`config.mk`:
```
export PLATFORM = sky130hd
export DESIGN_NAME = command_frame_deframer_flat
export DESIGN_NICKNAME = d
export VERILOG_FILES = /design/src/hdl/cfd_pkg.sv /design/src/hdl/cfd_if.sv /design/src/hdl/cfd_ram.sv /design/src/hdl/cfd_ctrl.sv /design/src/hdl/cfd_outreg.sv /design/src/hdl/command_frame_deframer.sv /design/src/flat_wrapper.sv
export SDC_FILE = /design/constraint.sdc
export NUM_CORES = 1
export LEC_CHECK = 0
export BUFFER_PORTS_ARGS = -buffer_cell sky130_fd_sc_hd__buf_2
export CAP_MARGIN = 25
export CORE_MARGIN = 3
export CORE_UTILIZATION = 45
export DETAILED_ROUTE_END_ITERATION = 6
export PLACE_DENSITY_LB_ADDON = 0.3
export SYNTH_ARGS = -nofsm -noshare
export SYNTH_HDL_FRONTEND = slang
export SYNTH_HIERARCHICAL = 1
export SYNTH_SLANG_ARGS = --single-unit
```
`constraint.sdc`:
```
create_clock -name clk -period 3.23 [get_ports clk]
set_input_delay 0.646 -clock clk [delete_from_list [all_inputs] [get_ports clk]]
set_output_delay 0.646 -clock clk [all_outputs]
set_load 0.01 [all_outputs]
```
`src/hdl/cfd_pkg.sv`:
```
// shared types and constants for the command frame deframer
// no dependencies; every other file imports this package

package cfd_pkg;

    localparam int CMD_LIMIT   = 16;
    localparam int STORE_DEPTH = CMD_LIMIT + 5;
    localparam int ADDR_W      = $clog2(STORE_DEPTH);
    localparam int CNT_W       = $clog2(STORE_DEPTH + 1);
    localparam int LEN_W       = 5;

    localparam logic [7:0] CH_LF    = 8'd10;
    localparam logic [7:0] CH_CR    = 8'd13;
    localparam logic [7:0] CH_START = 8'h3C;  // '<'
    localparam logic [7:0] CH_END   = 8'h3E;  // '>'
    localparam logic [7:0] CH_F     = 8'h46;
    localparam logic [7:0] CH_R     = 8'h52;
    localparam logic [7:0] CH_ONE   = 8'h31;
    localparam logic [7:0] CH_H     = 8'h48;

    typedef enum logic [1:0] {
        KIND_DATA     = 2'd0,
        KIND_UNKNOWN  = 2'd1,
        KIND_TOO_LONG = 2'd2
    } kind_t;

    typedef enum logic [2:0] {
        ST_HUNT,
        ST_TYPE,
        ST_DEV,
        ST_DATA,
        ST_DRAIN
    } state_t;

    typedef struct packed {
        kind_t             kind;
        logic              device_type;
        logic              device_num;
        logic [7:0]        payload_byte;
        logic              byte_valid;
        logic [LEN_W-1:0]  payload_length;
        logic              last;
    } res_t;

    typedef struct packed {
        logic              wr_en;
        logic [ADDR_W-1:0] wr_addr;
        logic [7:0]        wr_data;
        logic              rd_en;
        logic [ADDR_W-1:0] rd_addr;
    } ram_req_t;

endpackage

```
`src/hdl/cfd_if.sv`:
```
// valid/ready channel interfaces for the received bytes and the results
// depends on cfd_pkg

interface cfd_link_if;
    import cfd_pkg::*;

    logic       valid;
    logic       ready;
    logic [7:0] in_byte;

    modport source (output valid, output in_byte, input ready);
    modport sink   (input valid, input in_byte, output ready);
endinterface

interface cfd_result_if;
    import cfd_pkg::*;

    logic             valid;
    logic             ready;
    logic [1:0]       kind;
    logic             device_type;
    logic             device_num;
    logic [7:0]       payload_byte;
    logic             byte_valid;
    logic [LEN_W-1:0] payload_length;
    logic             last;

    modport source (output valid, output kind, output device_type, output device_num,
                    output payload_byte, output byte_valid, output payload_length,
                    output last, input ready);
    modport sink   (input valid, input kind, input device_type, input device_num,
                    input payload_byte, input byte_valid, input payload_length,
                    input last, output ready);
endinterface

```
`src/hdl/cfd_ram.sv`:
```
// payload store: one write port, one read port with registered read data
// depends on cfd_pkg

module cfd_ram (
    input  logic            clk,
    input  cfd_pkg::ram_req_t req,
    output logic [7:0]      rd_data
);
    import cfd_pkg::*;

    logic [7:0] mem [STORE_DEPTH];
    logic [7:0] rd_data_reg;

    always_ff @(posedge clk)
    begin
        if (req.wr_en)
        begin
            mem[req.wr_addr] <= req.wr_data;
        end
        // read data holds until the next read request
        if (req.rd_en)
        begin
            rd_data_reg <= mem[req.rd_addr];
        end
    end

    assign rd_data = rd_data_reg;

endmodule

```
`src/hdl/cfd_ctrl.sv`:
```
// frame parser and readout sequencer around the payload store
// depends on cfd_pkg

module cfd_ctrl (
    input  logic              clk,
    input  logic              rst_n,
    input  logic              in_valid,
    input  logic [7:0]        in_byte,
    output logic              in_ready,
    input  logic              slot_free,
    output logic              push,
    output cfd_pkg::res_t     res,
    output cfd_pkg::ram_req_t ram_req,
    input  logic [7:0]        rd_data
);
    import cfd_pkg::*;

    state_t           state_reg, state_next;
    logic             type_reg, type_next;
    logic             dev_reg, dev_next;
    logic [CNT_W-1:0] count_reg, count_next;
    logic [CNT_W-1:0] issued_reg, issued_next;
    logic             pend_reg, pend_next;
    logic             pend_last_reg, pend_last_next;

    logic accept;
    logic crlf;
    logic move;
    logic issue;

    always_ff @(posedge clk or negedge rst_n)
    begin
        if (!rst_n)
        begin
            state_reg     <= ST_HUNT;
            type_reg      <= 1'b0;
            dev_reg       <= 1'b0;
            count_reg     <= '0;
            issued_reg    <= '0;
            pend_reg      <= 1'b0;
            pend_last_reg <= 1'b0;
        end
        else
        begin
            state_reg     <= state_next;
            type_reg      <= type_next;
            dev_reg       <= dev_next;
            count_reg     <= count_next;
            issued_reg    <= issued_next;
            pend_reg      <= pend_next;
            pend_last_reg <= pend_last_next;
        end
    end

    assign in_ready = (state_reg != ST_DRAIN) && slot_free;
    assign accept   = in_valid && in_ready;
    assign crlf     = (in_byte == CH_LF) || (in_byte == CH_CR);

    always_comb
    begin
        state_next     = state_reg;
        type_next      = type_reg;
        dev_next       = dev_reg;
        count_next     = count_reg;
        issued_next    = issued_reg;
        pend_next      = pend_reg;
        pend_last_next = pend_last_reg;
        push           = 1'b0;
        res            = '0;
        ram_req        = '0;
        ram_req.wr_addr = count_reg[ADDR_W-1:0];
        ram_req.wr_data = in_byte;
        ram_req.rd_addr = issued_reg[ADDR_W-1:0];
        move           = 1'b0;
        issue          = 1'b0;

        case (state_reg)
            ST_HUNT:
            begin
                if (accept && !crlf && in_byte == CH_START)
                begin
                    count_next = '0;
                    state_next = ST_TYPE;
                end
            end
            ST_TYPE:
            begin
                if (accept && !crlf)
                begin
                    if (in_byte == CH_F || in_byte == CH_R)
                    begin
                        type_next  = (in_byte == CH_R);
                        state_next = ST_DEV;
                    end
                    else
                    begin
                        push       = 1'b1;
                        res.kind   = KIND_UNKNOWN;
                        res.last   = 1'b1;
                        state_next = ST_HUNT;
                    end
                end
            end
            ST_DEV:
            begin
                if (accept && !crlf)
                begin
                    count_next = '0;
                    if (in_byte == CH_ONE || in_byte == CH_H)
                    begin
                        dev_next   = (in_byte == CH_H);
                        state_next = ST_DATA;
                    end
                    else
                    begin
                        push       = 1'b1;
                        res.kind   = KIND_UNKNOWN;
                        res.last   = 1'b1;
                        state_next = ST_HUNT;
                    end
                end
            end
            ST_DATA:
            begin
                if (accept && !crlf)
                begin
                    if (count_reg >= CNT_W'(STORE_DEPTH))
                    begin
                        push       = 1'b1;
                        res.kind   = KIND_TOO_LONG;
                        res.last   = 1'b1;
                        state_next = ST_HUNT;
                    end
                    else if (in_byte == CH_END)
                    begin
                        if (count_reg == '0)
                        begin
                            // empty frame gives one result with no data
                            push            = 1'b1;
                            res.kind        = KIND_DATA;
                            res.device_type = type_reg;
                            res.device_num  = dev_reg;
                            res.last        = 1'b1;
                            state_next      = ST_HUNT;
                        end
                        else
                        begin
                            issued_next    = '0;
                            pend_next      = 1'b0;
                            pend_last_next = 1'b0;
                            state_next     = ST_DRAIN;
                        end
                    end
                    else if (in_byte == CH_START)
                    begin
                        state_next = ST_TYPE;
                    end
                    else
                    begin
                        ram_req.wr_en = 1'b1;
                        count_next    = count_reg + 1'b1;
                    end
                end
            end
            ST_DRAIN:
            begin
                // one read in flight at most; the next read goes out as the
                // held read data moves into the output register
                move  = pend_reg && slot_free;
                issue = (!pend_reg || move) && (issued_reg != count_reg);
                push  = move;
                res.kind           = KIND_DATA;
                res.device_type    = type_reg;
                res.device_num     = dev_reg;
                res.payload_byte   = rd_data;
                res.byte_valid     = 1'b1;
                res.payload_length = LEN_W'(count_reg);
                res.last           = pend_last_reg;
                ram_req.rd_en      = issue;
                if (issue)
                begin
                    issued_next    = issued_reg + 1'b1;
                    pend_next      = 1'b1;
                    pend_last_next = (issued_reg + 1'b1 == count_reg);
                end
                else if (move)
                begin
                    pend_next = 1'b0;
                end
                if (move && pend_last_reg)
                begin
                    state_next = ST_HUNT;
                end
            end
            default:
            begin
                state_next = ST_HUNT;
            end
        endcase
    end

endmodule

```
`src/hdl/cfd_outreg.sv`:
```
// output register stage that holds a result until the sink takes it
// depends on cfd_pkg and cfd_result_if

module cfd_outreg (
    input  logic          clk,
    input  logic          rst_n,
    input  logic          push,
    input  cfd_pkg::res_t res,
    output logic          slot_free,
    cfd_result_if.source  result
);
    import cfd_pkg::*;

    logic valid_reg;
    res_t data_reg;

    assign slot_free = !valid_reg || result.ready;

    always_ff @(posedge clk or negedge rst_n)
    begin
        if (!rst_n)
        begin
            valid_reg <= 1'b0;
        end
        else if (slot_free)
        begin
            valid_reg <= push;
        end
    end

    always_ff @(posedge clk)
    begin
        if (slot_free && push)
        begin
            data_reg <= res;
        end
    end

    assign result.valid          = valid_reg;
    assign result.kind           = data_reg.kind;
    assign result.device_type    = data_reg.device_type;
    assign result.device_num     = data_reg.device_num;
    assign result.payload_byte   = data_reg.payload_byte;
    assign result.byte_valid     = data_reg.byte_valid;
    assign result.payload_length = data_reg.payload_length;
    assign result.last           = data_reg.last;

endmodule

```
`src/hdl/command_frame_deframer.sv`:
```
// top level of the command frame deframer
// depends on cfd_pkg, cfd_if, cfd_ram, cfd_ctrl and cfd_outreg

// Takes one received byte per cycle, while the output register is free,
// when parsing a frame header and collecting payload; line feed and
// carriage return are dropped. Payload bytes go into a small
// single-port-read memory. On the closing '>' of a non-empty frame the
// byte input is held off while the frame is read back, one result per
// cycle while the result sink does not stall. Errors and empty frames
// give a single result. A byte that causes a result is taken only when
// the output register is free or being emptied in the same cycle.

module command_frame_deframer (
    input  logic         clk,
    input  logic         rst_n,
    cfd_link_if.sink     link,
    cfd_result_if.source result
);
    import cfd_pkg::*;

    ram_req_t   ram_req;
    logic [7:0] rd_data;
    logic       slot_free;
    logic       push;
    res_t       res;

    cfd_ram u_ram (
        .clk     (clk),
        .req     (ram_req),
        .rd_data (rd_data)
    );

    cfd_ctrl u_ctrl (
        .clk       (clk),
        .rst_n     (rst_n),
        .in_valid  (link.valid),
        .in_byte   (link.in_byte),
        .in_ready  (link.ready),
        .slot_free (slot_free),
        .push      (push),
        .res       (res),
        .ram_req   (ram_req),
        .rd_data   (rd_data)
    );

    cfd_outreg u_out (
        .clk       (clk),
        .rst_n     (rst_n),
        .push      (push),
        .res       (res),
        .slot_free (slot_free),
        .result    (result)
    );

endmodule

```
`src/flat_wrapper.sv`:
```
// flat-port wrapper written by rule: the top's interface ports become plain ports
module command_frame_deframer_flat import cfd_pkg::*;
  (clk, rst_n, link_valid, link_in_byte, link_ready, result_valid, result_kind, result_device_type, result_device_num, result_payload_byte, result_byte_valid, result_payload_length, result_last, result_ready);
  cfd_link_if link_i ();
  cfd_result_if result_i ();
  input  logic clk;
  input  logic rst_n;
  input wire logic [$bits(link_i.valid)-1:0] link_valid;
  input wire logic [$bits(link_i.in_byte)-1:0] link_in_byte;
  output wire logic [$bits(link_i.ready)-1:0] link_ready;
  output wire logic [$bits(result_i.valid)-1:0] result_valid;
  output wire logic [$bits(result_i.kind)-1:0] result_kind;
  output wire logic [$bits(result_i.device_type)-1:0] result_device_type;
  output wire logic [$bits(result_i.device_num)-1:0] result_device_num;
  output wire logic [$bits(result_i.payload_byte)-1:0] result_payload_byte;
  output wire logic [$bits(result_i.byte_valid)-1:0] result_byte_valid;
  output wire logic [$bits(result_i.payload_length)-1:0] result_payload_length;
  output wire logic [$bits(result_i.last)-1:0] result_last;
  input wire logic [$bits(result_i.ready)-1:0] result_ready;
  assign link_i.valid = link_valid;
  assign link_i.in_byte = link_in_byte;
  assign link_ready = link_i.ready;
  assign result_valid = result_i.valid;
  assign result_kind = result_i.kind;
  assign result_device_type = result_i.device_type;
  assign result_device_num = result_i.device_num;
  assign result_payload_byte = result_i.payload_byte;
  assign result_byte_valid = result_i.byte_valid;
  assign result_payload_length = result_i.payload_length;
  assign result_last = result_i.last;
  assign result_i.ready = result_ready;
  command_frame_deframer u_core (.clk(clk), .rst_n(rst_n), .link(link_i), .result(result_i));
endmodule
```
==> metrics <==
Final Cell Area 10,300 um2; top cell type's share of synthesized area 64.3%; Syn Inst Count 580; Ys Warns 6; RSZ-0062 raised after global routing false; CTS Buf Count 22; Switching Share 27.6%; gr usage total 16.5%; reg2reg path depth 8; Ant. Diodes 0; Worst Setup SP u_core/u_ctrl/count_reg[1]$_DFFE_PN0P_; asr flop ratio synth 8.45%; io pins 33; status complete, no violations; kind of start point of the critical path flop; Area growth syn-to-layout 13.7%; post-synthesis register bit count 213; largest net degree at the start of global routing 29; min-delay worst type input port to asynchronous set/reset pin; PD cells 722 nW/um2; combinational share of power 21.7%; first-pass GRT wire length 28,300 um; sequential share of the synthesized area 69.3%; Setup crit end kind flop; Slew Viols, Final 0; cell area after synthesis 9100 um2; Clock power frac 34.1%; # Post-CTS Setup Buffers 0; Worst R2R End u_core/u_out/result.payload_byte[2]$_DFFE_PP_; EDFF count, synth 195; VDD IR max 0.000551 V; initial antenna violation count 0; CTS tree built; fin crit period 2.75 ns; Initial Util 46.3%; Worst Hold Slack 0.0617 ns; CP Max Fanout 19; Psw 0.00206 W; Final ANT Viol Nets 0; worst slew pin tran 0.704 ns; final setup margin 0.476 ns; Flop pwr share 44.3%; library cells used by synthesis 69; Die Footprint 22,000 um2; fin crit share 85.3%; RD Place Congestion 0.851; grt ovf 0; Layout Nets 652; Setup-failing EPs final 0; CTS Root Cell clkbuf_16; # port buffers 32; fmax 363 MHz; # rows 51; pre-CTS WS 0.464 ns; Critical Setup Path Class flop to flop; clock slew at reported path FFs 0.06 ns; worst path arrival time 2.93 ns; setup TNS 0 ns; Clock Skews 0.0300 ns; Slew headroom 53.1%; CTS resizes 0; Reg-to-Reg Start u_core/u_ctrl/count_reg[1]$_DFFE_PN0P_; DRT iter0 DRCs 372; largest cells by area after synthesis edfxtp_1 64%, mux2i_1 5.3%, dfrtp_1 4.9%, mux4_2 4.0%, nand3_1 1.3%; Sink Count 213; total nets after synthesis 596; Finished Core Util 52.7%; leading area contributor after synthesis edfxtp_1; Leakage 3.59 nW; CTS Buffer Depth 3; Int Power 0.00541 W; Synth Flop Type edfxtp_1; Die Y 148 um; Max-Cap Viols 0; worst endpoint required time 3.41 ns; vias in the first global route 5,156; core region area 19,700 um2; Syn Area/Cell 15.7 um2; max reg flops 168; placed cell area 9610 um2; via count 5,124; Final Hold Violating Endpoints 0; # DRC 0; drt pass-1 iters 6; clk_lat worst skew 0.52 ns; post-DR vias/cell 5.59; CTS Hold Bufs 0; flop2flop setup slack 0.48 ns; Avg WL per Cell 19.6 um; Post-Route WL 18,000 um; Die X 148 um; H-tree depth 1; fraction of layout cells with a size suffix above 1 21.9%; HPWL after DPL 11,700 um
## layout by cell type (no fill, tap or decap), types with 8 or more instances in the layout
master       n
edfxtp_1   195
mux2i_1     48
buf_4       36
buf_2       32
nand2_1     32
nor2_1      32
nand3_1     24
clkbuf_16   22
dfrtp_1     17
mux4_2      16
and2_1      15
nor3_1      10
mux2_2      10
nand4_1      9
o21ai_1      9
inv_1        8
o21ai_0      8
a22oi_1      8
a221oi_1     8
## through the flow
step | total power (W) | cells
after floorplan | 0.00460 | 580
after global placement | 0.00495 | 877
after detailed placement | 0.00498 | 877
after CTS | 0.00753 | 917
after global routing | 0.00778 | 917
final | 0.00747 | 917
## cell families after synthesis
group / synth area share [%]
muxes: 10.6
and+or+nand+nor: 10.7
xor gates and xnor gates: 0.866
AOI/OAI and AO/OA: 4.81
buffers and inverters: 3.18
adders and majority gates: 0.550
DFF: 69.3
## power groups by stage
stage	Clock, W	Sequential [W]	Combinational (W)
floorplan	0	0.00328	0.00132
global placement	0	0.00336	0.00159
detailed placement	0	0.00337	0.00161
CTS	0.00260	0.00331	0.00162
global route	0.00272	0.00333	0.00173
finish	0.00255	0.00331	0.00162
## cell type report
class	instances	area (um2)
fillers	1636	9310
flip-flops and latches	213	6310
multi-input cells	323	2500
clock buffers	31	604
repair buffers	68	430
well taps	265	332
clock inverters	9	138
inverters	8	30.0
## synth_stat cells (3+ instances only)
cell type,instances
a21oi_1,3
a221oi_1,8
a22oi_1,8
and2_1,15
and3_1,3
buf_1,3
buf_2,9
buf_4,11
buf_6,5
clkbuf_1,5
dfrtp_1,18
edfxtp_1,195
ha_1,4
inv_1,8
mux2_2,10
mux2i_1,48
mux4_2,16
nand2_1,32
nand2b_1,7
nand3_1,24
nand3b_1,5
nand4_1,9
nor2_1,32
nor2b_1,7
nor3_1,10
nor4_1,4
nor4b_1,3
o21ai_0,8
o21ai_1,9
o41ai_1,3
xnor2_1,6
xor2_1,3
## worst max-delay path: stages, from the launching register on
cell	delay, ns
dfrtp_1	0.52
inv_1	0.18
ha_1	0.16
nor4b_1	0.44
nor4bb_1	0.52
nand2b_1	0.17
nand2b_1	0.07
nand3_1	0.09
and2_4	0.29
## metal layers
layer	wire length (um)	vias to the layer above	global-route usage, %
li1	-	2359	-
met1	7780	2563	22.7
met2	8650	165	27.2
met3	1020	37	2.59
met4	564	0	5.45
met5	0	-	0
## worst max path at each step
stage | endpoint | depth (start not counted)
6_report | u_core/u_out/result.payload_byte[2]$_DFFE_PP_ | 8
5_1_grt | u_core/u_ram/mem[9][0]$_DFFE_PP_ | 9
4_1_cts | u_core/u_out/result.payload_byte[1]$_DFFE_PP_ | 8
3_5_place_dp | u_core/u_out/result.payload_byte[1]$_DFFE_PP_ | 7
3_3_place_gp | u_core/u_out/result.byte_valid$_DFFE_PP_ | 7
2_1_floorplan | u_core/u_ram/mem[9][0]$_DFFE_PP_ | 8
(Power assumes the default switching activity.)
